$ cat config.mk
export PLATFORM = sky130hd
export DESIGN_NAME = pasv_sine
export DESIGN_NICKNAME = d
export VERILOG_FILES = /design/src/rtl/pasv_pkg.sv /design/src/rtl/pasv_sine.sv
export SDC_FILE = /design/constraint.sdc
export NUM_CORES = 1
export LEC_CHECK = 0
export ABC_AREA = 1
export BUFFER_PORTS_ARGS = -buffer_cell sky130_fd_sc_hd__buf_2
export CAP_MARGIN = 40
export CORE_MARGIN = 8
export CORE_UTILIZATION = 55
export CTS_BUF_LIST = sky130_fd_sc_hd__clkbuf_4 sky130_fd_sc_hd__clkbuf_8
export CTS_CLUSTER_SIZE = 16
export DETAILED_ROUTE_END_ITERATION = 16
export PLACE_DENSITY = 0.73
export SETUP_SLACK_MARGIN = 0.02
export SLEW_MARGIN = 20
export SYNTH_ARGS = -nofsm -noshare
export SYNTH_HDL_FRONTEND = slang
export SYNTH_SLANG_ARGS = --single-unit
$ cat constraint.sdc
create_clock -name clk -period 18.8 [get_ports clk]
set_input_delay 3.76 -clock clk [delete_from_list [all_inputs] [get_ports clk]]
set_output_delay 3.76 -clock clk [all_outputs]
set_load 0.005 [all_outputs]
$ cat src/rtl/pasv_pkg.sv
`timescale 1ns / 1ps
`default_nettype none
// ----------------------------------------------------------------------------
// pasv_pkg
// Types, constants and tables shared by the polyphonic synth voice bank.
// ----------------------------------------------------------------------------
package pasv_pkg;

	localparam int ENV_W = 25;

	typedef enum logic {
		OP_SET  = 1'b0,
		OP_TICK = 1'b1
	} pasv_op_t;

	typedef enum logic [1:0] {
		ST_IDLE,
		ST_RUN,
		ST_DRAIN,
		ST_DONE
	} pasv_state_t;

	// register index decoded from paddr[2]
	localparam logic REG_PRESET = 1'b0;

	typedef struct packed {
		logic signed [7:0] note;
		logic              gate;
		logic [10:0]       vel;
	} pasv_ctrl_t;

	typedef struct packed {
		logic [ENV_W-1:0]  env;
		logic [31:0]       phase;
		logic signed [7:0] latched;
	} pasv_voice_t;

	localparam logic signed [7:0] NOTE_NONE = 8'shFF;
	localparam logic [ENV_W-1:0]  ENV_FULL  = 25'h100_0000;
	localparam logic [ENV_W-1:0]  ENV_DEAD  = 25'd1677;
	localparam logic [10:0]       VEL_FULL  = 11'd1024;
	localparam logic [12:0]       GAIN_Q16  = 13'd6554;

	localparam pasv_ctrl_t  CTRL_RESET  = '{note: NOTE_NONE, gate: 1'b0, vel: 11'd0};
	localparam pasv_voice_t VOICE_RESET = '{env: '0, phase: 32'd0, latched: NOTE_NONE};

	// envelope times in ms
	localparam int ATT_MS_PLUCK = 8;
	localparam int REL_MS_PLUCK = 220;
	localparam int ATT_MS_PAD   = 160;
	localparam int REL_MS_PAD   = 850;

	// harmonic weights, Q0.15
	localparam logic [14:0] W1_PLUCK = 15'd25559;
	localparam logic [14:0] W2_PLUCK = 15'd5243;
	localparam logic [14:0] W3_PLUCK = 15'd1966;
	localparam logic [14:0] W1_PAD   = 15'd24904;
	localparam logic [14:0] W2_PAD   = 15'd5571;
	localparam logic [14:0] W3_PAD   = 15'd2294;

	localparam int NOTE_COUNT = 128;

	// top octave pitches in milli-hertz
	localparam logic [23:0] TOP_OCT_MHZ [12] = '{
		24'd8372018, 24'd8869844, 24'd9397273, 24'd9956063,
		24'd10548082, 24'd11175303, 24'd11839822, 24'd12543854,
		24'd13289750, 24'd14080000, 24'd14917240, 24'd15804266
	};

	// cycles from the last voice read until the sum holds every voice
	localparam int DRAIN_CYCLES = 9;
	localparam int DRAIN_W      = $clog2(DRAIN_CYCLES);

	// quarter-wave sine, 17 points, Q0.15
	function automatic logic [14:0] qsine(input logic [4:0] i);
		logic [14:0] v;
		case (i)
			5'd0:    v = 15'd0;
			5'd1:    v = 15'd3212;
			5'd2:    v = 15'd6393;
			5'd3:    v = 15'd9512;
			5'd4:    v = 15'd12540;
			5'd5:    v = 15'd15447;
			5'd6:    v = 15'd18205;
			5'd7:    v = 15'd20788;
			5'd8:    v = 15'd23170;
			5'd9:    v = 15'd25330;
			5'd10:   v = 15'd27246;
			5'd11:   v = 15'd28899;
			5'd12:   v = 15'd30274;
			5'd13:   v = 15'd31357;
			5'd14:   v = 15'd32138;
			5'd15:   v = 15'd32610;
			default: v = 15'd32767;
		endcase
		return v;
	endfunction

endpackage
`default_nettype wire

$ cat src/rtl/pasv_sine.sv
`timescale 1ns / 1ps
`default_nettype none
// ----------------------------------------------------------------------------
// pasv_sine
// Two-stage sine lookup: quarter-wave table with linear interpolation.
// ----------------------------------------------------------------------------
module pasv_sine
	import pasv_pkg::*;
(
	input  logic               clk,
	input  logic [31:0]        phase,
	output logic signed [15:0] sine
);

	logic [19:0] x;
	logic [20:0] xm;
	logic [4:0]  idx;
	logic [14:0] base;
	logic [11:0] diff;

	logic [14:0] base_s1;
	logic [11:0] diff_s1;
	logic [15:0] frac_s1;
	logic        neg_s1;

	logic [27:0] prod;
	logic [14:0] mag;

	logic signed [15:0] sine_s2;

	always_comb begin
		x  = phase[29:10];
		// odd quadrants run the table backward
		xm = phase[30] ? (21'h10_0000 - {1'b0, x}) : {1'b0, x};
		idx = xm[20:16];
		if (idx >= 5'd16) begin
			base = qsine(5'd16);
			diff = 12'd0;
		end else begin
			base = qsine(idx);
			diff = 12'(qsine(idx + 5'd1) - qsine(idx));
		end
	end

	always_ff @(posedge clk) begin
		base_s1 <= base;
		diff_s1 <= diff;
		frac_s1 <= xm[15:0];
		neg_s1  <= phase[31];
	end

	always_comb begin
		prod = diff_s1 * frac_s1;
		mag  = base_s1 + 15'(prod[27:16]);
	end

	always_ff @(posedge clk) begin
		sine_s2 <= neg_s1 ? -$signed({1'b0, mag}) : $signed({1'b0, mag});
	end

	assign sine = sine_s2;

endmodule
`default_nettype wire

==> reports/summary.log, run 1 <==
INFO  die            core_area=18600um2
INFO  layout         design.final.nets=1717
INFO  clocking       root_buffer=sky130_fd_sc_hd__clkbuf_8
INFO  routing        detail_route.iter0.violations=474
INFO  worst_setup_path cp-end-kind=flop
INFO  placed_design  post-dp-hpwl=19300um
INFO  sta            tns=0ns
INFO  logic_synthesis synth_top_cell_by_area=sky130_fd_sc_hd__fa_1
INFO  die            die_width=153um
INFO  status         status=finished, final reports clean
INFO  clocking       cts-hold-fix-buffers=0
INFO  global_route   grt_first_pass_wirelength=41400um
INFO  global_route   globalRouteOverflowTotal=0
INFO  logic_synthesis synth-seq-area-share=0.116
INFO  global_route   track_usage=0.211
INFO  worst_setup_path cp_data_required_time=19.07ns
INFO  clocking       cts.htree.levels=3
INFO  routing        detailedRoute.firstPassIterationCount=5
INFO  worst_setup_path cp_common_cell=sky130_fd_sc_hd__nand2_1
INFO  worst_hold_path worst_hold_path_type=reg2reg
INFO  layout         num_antenna_cells=0
INFO  routing        remaining_drc_errors=0
INFO  sta            clock_skew=0.0131ns
INFO  clocking       tritoncts_clock_tree=done
INFO  logic_synthesis synth_cell_types=45
INFO  sta            period_needed=7.79ns
INFO  clocking       cts.reportedPaths.clkPinSlew=0.08ns
INFO  die            io_pins=49
INFO  placed_design  cell_area_placed=10700um2
INFO  worst_setup_path timing.reg2reg.setup_slack=11.50ns
INFO  worst_setup_path start_kind=primary input
INFO  worst_setup_path timing.critical_path.arrival=8.06ns
INFO  layout         final_area=10900um2
INFO  placed_design  dpl.cell_count=1667
INFO  routing        average_vias_per_placed_instance=5.20
INFO  worst_setup_path crit_path_max_incr_delay=0.37ns
INFO  sta            final-max-slew-violation-count=0
INFO  die            dieArea=23500um2
INFO  worst_setup_path critical-path-slowest-cell=sky130_fd_sc_hd__ha_1
INFO  clocking       cts_resized=0
INFO  logic_synthesis postSynthAreaPerCell=7.19um2
INFO  logic_synthesis yosysWarningCount=0
INFO  layout         layout-drive-gt1-share=0.0642
INFO  worst_setup_path reg2reg_depth=28
INFO  logic_synthesis syn_inst=1444
INFO  routing        antenna_left=0
INFO  logic_synthesis ys_seq_elements=60
INFO  sta            worst_slew_pin_slew=0.889ns
INFO  worst_setup_path path_class=in2reg
INFO  clocking       maximum_buffer_depth_of_the_clock_tree=2
INFO  sta            grt_setup_unrepaired=no
INFO  run            cap_viol_max_count=0
INFO  global_route   first_global_vias=8881
INFO  sta            setup_ws=11.01ns
INFO  logic_synthesis synth.top_cell.area_share=0.272
INFO  sta            timing.fmax=128MHz
INFO  sta            normalized_max_slew_margin=0.407
INFO  logic_synthesis netlist_top_cells_area=sky130_fd_sc_hd__fa_1 27%, sky130_fd_sc_hd__nand2_1 13%, sky130_fd_sc_hd__inv_1 12%, sky130_fd_sc_hd__ha_1 12%, sky130_fd_sc_hd__dfxtp_1 12%
INFO  placed_design  place.gp.congestion=0.916
INFO  routing        drt-wirelength-per-cell=14.0um
INFO  worst_setup_path cp_launch_point=phase[30]
INFO  placed_design  placement.io_buffers=38
INFO  global_route   initial_antenna_violation_count=0
INFO  clocking       post-cts-setup-buffers=0
INFO  worst_setup_path worstReg2RegStart=diff_s1[5]
INFO  die            floorplan.initialDensity=0.557
INFO  sta            period_share=0.415
INFO  logic_synthesis synthFlopType=sky130_fd_sc_hd__dfxtp_1
INFO  logic_synthesis synth_edf_count=0
INFO  global_route   grt_start_max_net_pins=21
INFO  logic_synthesis summed_instance_area_of_the_synthesized_netlist=10400um2
INFO  layout         post_layout_nonfiller_instances=1683
INFO  routing        wl=23500um
INFO  sta            finalHoldViolations=0
INFO  worst_setup_path crit_end=diff_s1[10]
INFO  clocking       cts.sink_count=60
INFO  die            dieHeight=153um
INFO  worst_setup_path rr_endpoint=sine[13]
INFO  die            core.rowCount=50
INFO  logic_synthesis ys_async_sr_fraction=0
INFO  clocking       clk-insertion-delay-late=0.35ns
INFO  worst_setup_path worst-path-max-fanout=20
INFO  sta            count_of_final_setup_violators=0
INFO  layout         layout-area-overhead-vs-synth=4.88%
INFO  placed_design  dpl_worst_slack=10.73ns
INFO  logic_synthesis synth.net_count=1717
INFO  clocking       number_of_buffers_inserted_during_clock_tree_synthesis=9
INFO  routing        vias=8744
cells in the mapped netlist, types with 3 or more instances:
cell and number:
sky130_fd_sc_hd__nand2_1 365, sky130_fd_sc_hd__inv_1 342, sky130_fd_sc_hd__fa_1 141, sky130_fd_sc_hd__ha_1 99, sky130_fd_sc_hd__nor2_1 83, sky130_fd_sc_hd__dfxtp_1 60, sky130_fd_sc_hd__a21oi_1 57, sky130_fd_sc_hd__nand3_1 55
sky130_fd_sc_hd__clkbuf_1 43, sky130_fd_sc_hd__o21ai_0 42, sky130_fd_sc_hd__xor2_1 30, sky130_fd_sc_hd__xnor2_1 16, sky130_fd_sc_hd__nand4_1 11, sky130_fd_sc_hd__o21ai_1 11, sky130_fd_sc_hd__nand2_2 9, sky130_fd_sc_hd__nor4_1 8
sky130_fd_sc_hd__o211ai_1 7, sky130_fd_sc_hd__nor2_2 6, sky130_fd_sc_hd__a31oi_1 5, sky130_fd_sc_hd__nand2_4 5, sky130_fd_sc_hd__buf_4 4, sky130_fd_sc_hd__nand3_2 4, sky130_fd_sc_hd__o21a_1 4, sky130_fd_sc_hd__inv_2 3
sky130_fd_sc_hd__nor3_1 3, sky130_fd_sc_hd__o31ai_1 3, sky130_fd_sc_hd__or2_2 3
metal layers:
metal  share of wire  vias up  track usage  wire [um]
li1                -     4324            -          -
met1            0.44     4130        0.267      10400
met2            0.49      242        0.369      11400
met3           0.050       48       0.0299       1170
met4           0.023        0       0.0625        551
met5               0        -            0          0
registers in the layout (all words and copies together) (netlist names):
| register | cells |
|---|---|
| frac_s1 | 16 |
| sine | 16 |
| base_s1 | 15 |
| diff_s1 | 12 |
| neg_s1 | 1 |
cell usage in the layout, fill, tap and decap left out, types with 3 or more instances in the layout:
master	n
sky130_fd_sc_hd__nor4_1	8
sky130_fd_sc_hd__a21oi_1	57
sky130_fd_sc_hd__o21ai_0	42
sky130_fd_sc_hd__dfxtp_1	60
sky130_fd_sc_hd__o21a_1	4
sky130_fd_sc_hd__or2_2	3
sky130_fd_sc_hd__nor2_2	6
sky130_fd_sc_hd__nand2_1	365
sky130_fd_sc_hd__nor3_1	3
sky130_fd_sc_hd__o31ai_1	3
sky130_fd_sc_hd__ha_1	99
sky130_fd_sc_hd__a31oi_1	5
sky130_fd_sc_hd__buf_2	38
sky130_fd_sc_hd__nor2_1	83
sky130_fd_sc_hd__fa_1	141
sky130_fd_sc_hd__inv_1	342
sky130_fd_sc_hd__nand2_4	5
sky130_fd_sc_hd__xor2_1	30
sky130_fd_sc_hd__o211ai_1	7
sky130_fd_sc_hd__nand4_1	11
sky130_fd_sc_hd__nand2_2	9
sky130_fd_sc_hd__o21ai_1	11
sky130_fd_sc_hd__nand3_1	55
sky130_fd_sc_hd__nand3_2	4
sky130_fd_sc_hd__inv_2	3
sky130_fd_sc_hd__clkbuf_8	9
sky130_fd_sc_hd__xnor2_1	16
layout make-up:
class,instances,area [um2]
clock buffers,9,124
repair buffers,39,198
clock inverters,7,98.8
well taps,234,293
multi-input cells,988,7670
inverters,346,1300
flip-flops and latches,60,1200
fillers,1769,7750
worst min path at each step:
stage | start | endpoint | slack (ns) | depth (start not counted)
2_1_floorplan | base_s1[0] | sine[0] | 0.47 | 1
3_3_place_gp | base_s1[0] | sine[0] | 0.58 | 1
3_5_place_dp | base_s1[14] | sine[15] | 0.57 | 2
4_1_cts | base_s1[14] | sine[15] | 0.60 | 2
5_1_grt | base_s1[0] | sine[0] | 0.64 | 1
6_report | base_s1[14] | sine[14] | 0.59 | 4
critical path, delay by kind of cell:
| family | cells | cell delay, ns |
|---|---|---|
| simple gates | 13 | 1.37 |
| fa+ha+maj | 3 | 0.98 |
| buf+inv | 6 | 0.89 |
| compound gates | 8 | 1.04 |
cells by family (layout without fill, tap and decap cells):
| family | after synthesis | after routing | synth area share |
|---|---|---|---|
| AOI/OAI and AO/OA | 139 | 139 | 0.0752 |
| DFF | 60 | 60 | 0.116 |
| and+or+nand+nor | 562 | 562 | 0.232 |
| buffers and inverters | 396 | 401 | 0.145 |
| xor gates and xnor gates | 47 | 47 | 0.0404 |
| adders and majority gates | 240 | 240 | 0.391 |
stage by stage:
| stage | hold WS (ns) | util |
|---|---|---|
| after CTS | 0.599 | 0.584 |
| final | 0.592 | 0.584 |
| after detailed placement | 0.575 | 0.572 |
| after global placement | 0.581 | 0.572 |
| after floorplan | 0.474 | - |
| after global routing | 0.635 | 0.584 |
Power of run 1 is not shown: default switching activity piles up to over one toggle a cycle in this logic, so the estimate is an artifact.
==> inputs of run 2 (changes only) <==
==> constraint.sdc (replaced) <==
create_clock -name clk -period 8.03 [get_ports clk]
set_input_delay 1.606 -clock clk [delete_from_list [all_inputs] [get_ports clk]]
set_output_delay 1.606 -clock clk [all_outputs]
set_load 0.005 [all_outputs]
==> run 2 against run 1 <==
  * Critical endpoint is now sine[13]
  * Utilization up 0.36 points
  * Largest cell class unchanged
  * Global-route usage increased by 0.44 points
  * Sequential share of layout area fell by 0.068 points
  * Count of clock-buffer cells in the layout unchanged
  * Cell count increased by 0.53%
  * Non-clock buffer count increased by 9
==> reports/summary.log, run 2 (synthesis gave the netlist of run 1 again) <==
INFO  global_route   globalRouteOverflowTotal=0 [unchanged]
INFO  global_route   grt_first_pass_wirelength=42400um [+2.4%]
INFO  sta            grt_setup_unrepaired=no
INFO  clocking       clk-insertion-delay-late=0.35ns [about the same]
INFO  worst_setup_path start_kind=flop
INFO  layout         num_antenna_cells=0 [unchanged]
INFO  placed_design  placement.io_buffers=38 [unchanged]
INFO  routing        vias=8791 [+0.54%]
INFO  die            dieArea=23500um2 [unchanged]
INFO  worst_setup_path path_class=reg2reg
INFO  clocking       tritoncts_clock_tree=done
INFO  worst_setup_path rr_endpoint=sine[13]
INFO  global_route   track_usage=0.216 [+0.00440]
INFO  routing        drt-wirelength-per-cell=14.2um [+1.2%]
INFO  routing        top_metal_layer_carrying_routed_signals=met4
INFO  worst_setup_path cp_launch_point=diff_s1[8]
INFO  routing        detailedRoute.firstPassIterationCount=5 [unchanged]
INFO  die            core.rowCount=50 [unchanged]
INFO  status         status=finished, final reports clean
INFO  worst_setup_path reg2reg_depth=26 [-7.1%]
INFO  sta            tns=0ns [unchanged]
INFO  routing        wl_met2=12000um [+5.0%]
INFO  clocking       number_of_buffers_inserted_during_clock_tree_synthesis=9 [unchanged]
INFO  layout         design.final.nets=1726 [+0.52%]
INFO  placed_design  post-dp-hpwl=19700um [+1.7%]
INFO  routing        wl=23900um [+1.7%]
INFO  sta            clock_skew=0.0162ns [+0.00307 ns]
INFO  layout         final_area=11000um2 [+0.62%]
INFO  global_route   initial_antenna_violation_count=0 [unchanged]
INFO  global_route   grt_start_max_net_pins=21 [unchanged]
INFO  sta            final-max-slew-violation-count=0 [unchanged]
INFO  worst_setup_path cp_data_required_time=8.28ns [-10.79 ns]
INFO  routing        detail_route.iter0.violations=422 [-11%]
INFO  clocking       cts_resized=0 [unchanged]
INFO  worst_setup_path worst-path-max-fanout=16 [-20%]
INFO  placed_design  cell_area_placed=10700um2 [+0.63%]
INFO  die            io_pins=49 [unchanged]
INFO  layout         layout-drive-gt1-share=0.0700 [+0.00578]
INFO  layout         layout-area-overhead-vs-synth=5.53%
INFO  clocking       cts.reportedPaths.clkPinSlew=0.08ns [about the same]
INFO  layout         layout_commonest_cell=sky130_fd_sc_hd__nand2_1
INFO  worst_hold_path holdPathEnd=sine[0]
INFO  sta            timing.fmax=140MHz
INFO  sta            hold-worst-slack=0.575ns [-0.0169 ns]
INFO  placed_design  place.gp.congestion=0.949 [+3.6%]
INFO  routing        detailed_route_wire_length_on_metal_1=10200um [-1.6%]
INFO  sta            period_share=0.889
INFO  worst_setup_path timing.reg2reg.setup_slack=0.89ns [-10.61 ns]
INFO  worst_setup_path cp-end-kind=flop
INFO  die            die_width=153um [unchanged]
INFO  worst_setup_path worstReg2RegStart=diff_s1[8]
INFO  routing        antenna_left=0 [unchanged]
INFO  routing        average_vias_per_placed_instance=5.20 [about the same]
INFO  worst_hold_path timing.hold.worst_path_depth=1 [-3]
INFO  sta            period_needed=7.14ns
INFO  routing        remaining_drc_errors=0 [unchanged]
INFO  die            dieHeight=153um [unchanged]
INFO  global_route   first_global_vias=9116 [+2.6%]
INFO  routing        met3_length=1200um [+2.7%]
INFO  sta            count_of_final_setup_violators=0 [unchanged]
INFO  clocking       cts.sink_count=60 [unchanged]
INFO  clocking       post-cts-setup-buffers=0 [unchanged]
INFO  worst_hold_path hp-start=base_s1[0]
INFO  clocking       cts-hold-fix-buffers=0 [unchanged]
INFO  run            cap_viol_max_count=0 [unchanged]
INFO  clocking       maximum_buffer_depth_of_the_clock_tree=2 [unchanged]
INFO  worst_hold_path worst_hold_path_type=reg2reg
INFO  die            core_area=18600um2 [unchanged]
INFO  die            floorplan.initialDensity=0.557 [unchanged]
INFO  layout         most-common-layout-cells=365 x sky130_fd_sc_hd__nand2_1, 342 x sky130_fd_sc_hd__inv_1, 141 x sky130_fd_sc_hd__fa_1
INFO  worst_setup_path timing.critical_path.arrival=7.39ns [-0.67 ns]
INFO  sta            normalized_max_slew_margin=0.525 [+0.118]
INFO  sta            finalHoldViolations=0 [unchanged]
INFO  clocking       root_buffer=sky130_fd_sc_hd__clkbuf_8
INFO  sta            worst_slew_pin_slew=0.712ns [-0.177 ns]
INFO  clocking       cts.htree.levels=3 [unchanged]
-- run 2: critical path, cell delays in order, from the launching register on --
cell and delay (ns):
sky130_fd_sc_hd__dfxtp_1 0.78, sky130_fd_sc_hd__nand2_1 0.17, sky130_fd_sc_hd__fa_1 0.57, sky130_fd_sc_hd__inv_1 0.05
sky130_fd_sc_hd__fa_1 0.47, sky130_fd_sc_hd__fa_1 0.53, sky130_fd_sc_hd__fa_1 0.55, sky130_fd_sc_hd__inv_1 0.05
sky130_fd_sc_hd__fa_1 0.53, sky130_fd_sc_hd__inv_1 0.04, sky130_fd_sc_hd__ha_1 0.35, sky130_fd_sc_hd__nand2_1 0.14
sky130_fd_sc_hd__nor4_1 0.36, sky130_fd_sc_hd__nand4_1 0.14, sky130_fd_sc_hd__nand3_1 0.17, sky130_fd_sc_hd__xor2_1 0.26
sky130_fd_sc_hd__ha_1 0.30, sky130_fd_sc_hd__a21oi_1 0.21, sky130_fd_sc_hd__o21ai_1 0.10, sky130_fd_sc_hd__a21oi_1 0.17
sky130_fd_sc_hd__xor2_1 0.28, sky130_fd_sc_hd__nand3_1 0.15, sky130_fd_sc_hd__nor2_1 0.23, sky130_fd_sc_hd__nand4_1 0.17
sky130_fd_sc_hd__nand2_1 0.10, sky130_fd_sc_hd__xor2_1 0.14, sky130_fd_sc_hd__inv_1 0.04
-- run 2: layout make-up --
cell class / instances / area (um2)
Clock buffer: 9 / 124
Clock inverter: 7 / 98.8
Timing Repair Buffer: 48 / 265
Inverter: 346 / 1300
Multi-Input combinational cell: 988 / 7670
Fill cell: 1747 / 7680
Tap cell: 234 / 293
Sequential cell: 60 / 1200
-- run 2: per-layer routing --
metal	global-route usage	vias to the layer above
li1	-	4349
met1	0.256	4158
met2	0.393	243
met3	0.0313	41
met4	0.0691	0
met5	0	-
-- run 2: stage by stage --
step / instances / util / worst slack [ns]
final: 1692 / 0.588 / 0.889
after global routing: 1692 / 0.588 / 0.364
after CTS: 1692 / 0.588 / 0.906
after detailed placement: 1676 / 0.576 / 0.903
after global placement: 1676 / 0.576 / 0.956
after floorplan: 1444 / - / 1.53
-- run 2: how the worst max path moves through the flow --
stage / cells after the start / endpoint / slack, ns
global route: 30 / sine[14] / 0.36
floorplan: 30 / sine[13] / 1.53
CTS: 27 / sine[13] / 0.91
finish: 26 / sine[13] / 0.89
detailed placement: 31 / sine[14] / 0.90
global placement: 26 / sine[13] / 0.96
Power of run 2 is left out for the same reason.
==> inputs of run 3 (changes only) <==
--- a/config.mk
+++ b/config.mk
@@ -10,7 +10,7 @@
 export CAP_MARGIN = 40
 export CORE_MARGIN = 8
 export CORE_UTILIZATION = 55
-export CTS_BUF_LIST = sky130_fd_sc_hd__clkbuf_4 sky130_fd_sc_hd__clkbuf_8
+export CTS_BUF_LIST = sky130_fd_sc_hd__clkbuf_8
 export CTS_CLUSTER_SIZE = 16
 export DETAILED_ROUTE_END_ITERATION = 16
 export PLACE_DENSITY = 0.73
==> constraint.sdc (replaced) <==
create_clock -name clk -period 8.03 [get_ports clk]
set_input_delay 1.2045 -clock clk [delete_from_list [all_inputs] [get_ports clk]]
set_output_delay 1.2045 -clock clk [all_outputs]
set_load 0.005 [all_outputs]
==> run 3 against run 2 <==
  * Sequential share of layout area hardly changed
  * Hold slack worse by 0.0012 ns
  * First-iteration DRC count is 22% higher
  * Flip-flop and latch count stayed put
  * Wire length hardly changed
  * Clock skew is 0.0026 ns higher
  * Count of clock-buffer cells in the layout stayed put
  * Utilization is 0.25 points lower
  * Critical endpoint unchanged
  * Setup slack worse by 0.078 ns
  * Largest cell class unchanged
  * Cell area is 0.42% lower
  * Critical path type unchanged
  * Fmax is 1.1% lower
  * Register-to-register slack worse by 0.08 ns
==> reports/summary.log, run 3 (synthesis gave the netlist of run 1 again) <==
INFO  status         status=finished, final reports clean
INFO  worst_setup_path cp_launch_point=diff_s1[6]
INFO  worst_setup_path timing.critical_path.arrival=7.47ns [+0.08 ns]
INFO  routing        detailedRoute.firstPassIterationCount=5 [unchanged]
INFO  sta            count_of_final_setup_violators=0 [unchanged]
INFO  sta            clock_skew=0.0188ns [+0.00258 ns]
INFO  layout         num_antenna_cells=0 [unchanged]
INFO  global_route   track_usage=0.214 [-0.00155]
INFO  placed_design  placement.io_buffers=38 [unchanged]
INFO  placed_design  post-dp-hpwl=19700um [+0.26%]
INFO  sta            final-max-slew-violation-count=0 [unchanged]
INFO  layout         layout.filler_cells=1771 [+1.4%]
INFO  layout         design.final.nets=1724 [-0.12%]
INFO  die            die_width=153um [unchanged]
INFO  worst_setup_path cp-end-kind=flop
INFO  sta            tns=0ns [unchanged]
INFO  routing        antenna_left=0 [unchanged]
INFO  worst_setup_path start_kind=flop
INFO  clocking       root_buffer=sky130_fd_sc_hd__clkbuf_8
INFO  placed_design  place.gp.congestion=0.930 [-2.0%]
INFO  routing        drt-wirelength-per-cell=14.2um [+0.16%]
INFO  worst_setup_path path_class=reg2reg
INFO  clocking       maximum_buffer_depth_of_the_clock_tree=2 [unchanged]
INFO  worst_setup_path worst-path-max-fanout=10 [-6]
INFO  layout         post-route-util=0.585 [-0.00248]
INFO  die            core_area=18600um2 [unchanged]
INFO  worst_setup_path cp_data_required_time=8.28ns [about the same]
INFO  sta            finalHoldViolations=0 [unchanged]
INFO  clocking       cts_resized=0 [unchanged]
INFO  global_route   grt_start_max_net_pins=21 [unchanged]
INFO  die            dieArea=23500um2 [unchanged]
INFO  run            cap_viol_max_count=0 [unchanged]
INFO  clocking       cts.sink_count=60 [unchanged]
INFO  global_route   first_global_vias=9079 [-0.41%]
INFO  layout         layout-drive-gt1-share=0.0680 [-0.00196]
INFO  layout         layout-area-overhead-vs-synth=5.08%
INFO  routing        detailed_route_wire_length_on_metal_1=10400um [+2.2%]
INFO  sta            normalized_max_slew_margin=0.521 [-0.00406]
INFO  routing        vias=8775 [-0.18%]
INFO  global_route   initial_antenna_violation_count=0 [unchanged]
INFO  die            floorplan.initialDensity=0.557 [unchanged]
INFO  routing        wl=24000um [about the same]
INFO  routing        average_vias_per_placed_instance=5.19 [about the same]
INFO  worst_hold_path worst_hold_path_type=reg2reg
INFO  sta            grt_setup_unrepaired=no
INFO  global_route   globalRouteOverflowTotal=0 [unchanged]
INFO  routing        wl_met2=11900um [-1.4%]
INFO  routing        top_metal_layer_carrying_routed_signals=met4
INFO  global_route   grt_first_pass_wirelength=42000um [-0.90%]
INFO  routing        remaining_drc_errors=0 [unchanged]
INFO  routing        detail_route.iter0.violations=514 [+22%]
INFO  sta            timing.fmax=139MHz [-1.1%]
INFO  worst_hold_path hp-start=base_s1[0]
INFO  layout         most-common-layout-cells=365 x sky130_fd_sc_hd__nand2_1, 343 x sky130_fd_sc_hd__inv_1, 141 x sky130_fd_sc_hd__fa_1
INFO  sta            period_needed=7.22ns [+0.0775 ns]
INFO  clocking       cts.reportedPaths.clkPinSlew=0.08ns [about the same]
INFO  clocking       number_of_buffers_inserted_during_clock_tree_synthesis=9 [unchanged]
INFO  clocking       cts-hold-fix-buffers=0 [unchanged]
INFO  clocking       clk-insertion-delay-late=0.36ns [about the same]
INFO  layout         layout_commonest_cell=sky130_fd_sc_hd__nand2_1
INFO  clocking       post-cts-setup-buffers=0 [unchanged]
INFO  clocking       tritoncts_clock_tree=done
INFO  routing        met3_length=1090um [-9.2%]
INFO  clocking       cts.htree.levels=3 [unchanged]
INFO  sta            period_share=0.899 [+0.00965]
INFO  worst_setup_path worstReg2RegStart=diff_s1[6]
INFO  sta            worst_slew_pin_slew=0.718ns [+0.00608 ns]
INFO  die            dieHeight=153um [unchanged]
INFO  die            io_pins=49 [unchanged]
INFO  die            core.rowCount=50 [unchanged]
run 3: cell types whose count changed in the layout (fill, tap and decap cells not counted), sizes merged:
cell	before	now
inv	347	348
clkinvlp	1	2
bufinv	2	1
clkinv	3	2
buf	48	46
run 3: through the flow:
step / worst slack, ns / instance area [um2] / hold WS [ns] / cells
4_1_cts: 0.850 / 10900 / 0.580 / 1690
5_1_grt: 0.318 / 10900 / 0.613 / 1690
3_3_place_gp: 0.969 / 10700 / 0.579 / 1674
6_report: 0.811 / 10900 / 0.574 / 1690
2_1_floorplan: 1.53 / 10400 / 0.474 / 1444
3_5_place_dp: 0.901 / 10700 / 0.568 / 1674
run 3: area by class of cell:
cell class | count | area, um2 | area share
inverters | 346 | 1300 | 0.119
flip-flops and latches | 60 | 1200 | 0.110
multi-input cells | 988 | 7670 | 0.703
well taps | 234 | 293 | 0.0268
clock buffers | 9 | 124 | 0.0114
clock inverters | 7 | 67.6 | 0.00619
repair buffers | 46 | 250 | 0.0229
run 3: path summary, 6_finish.rpt:
check / depth (start not counted) / slack, ns / to
min reg2reg: 1 / 0.57 / sine[0]
max reg2reg: 27 / 0.81 / sine[13]
min: 1 / 0.57 / sine[0]
max: 27 / 0.81 / sine[13]
run 3: critical path: stages (launching register included):
cell and delay (ns):
sky130_fd_sc_hd__dfxtp_1 0.65, sky130_fd_sc_hd__buf_4 0.29, sky130_fd_sc_hd__nand2_1 0.08, sky130_fd_sc_hd__fa_1 0.49
sky130_fd_sc_hd__inv_1 0.05, sky130_fd_sc_hd__fa_1 0.47, sky130_fd_sc_hd__fa_1 0.53, sky130_fd_sc_hd__fa_1 0.54
sky130_fd_sc_hd__inv_1 0.05, sky130_fd_sc_hd__fa_1 0.53, sky130_fd_sc_hd__inv_1 0.04, sky130_fd_sc_hd__ha_1 0.35
sky130_fd_sc_hd__nand2_1 0.14, sky130_fd_sc_hd__nor4_1 0.36, sky130_fd_sc_hd__nand4_1 0.14, sky130_fd_sc_hd__nand3_1 0.18
sky130_fd_sc_hd__xor2_1 0.28, sky130_fd_sc_hd__ha_1 0.32, sky130_fd_sc_hd__a21oi_1 0.22, sky130_fd_sc_hd__o21ai_1 0.10
sky130_fd_sc_hd__a21oi_1 0.17, sky130_fd_sc_hd__xor2_1 0.29, sky130_fd_sc_hd__nand3_1 0.15, sky130_fd_sc_hd__nor2_1 0.21
sky130_fd_sc_hd__nand4_1 0.18, sky130_fd_sc_hd__nand2_1 0.11, sky130_fd_sc_hd__xor2_1 0.15, sky130_fd_sc_hd__inv_1 0.05
run 3: per-layer routing:
| layer | global-route usage | up-vias |
|---|---|---|
| li1 | - | 4337 |
| met1 | 0.259 | 4177 |
| met2 | 0.381 | 213 |
| met3 | 0.0310 | 48 |
| met4 | 0.0779 | 0 |
| met5 | 0 | - |
Power of run 3 is left out for the same reason.
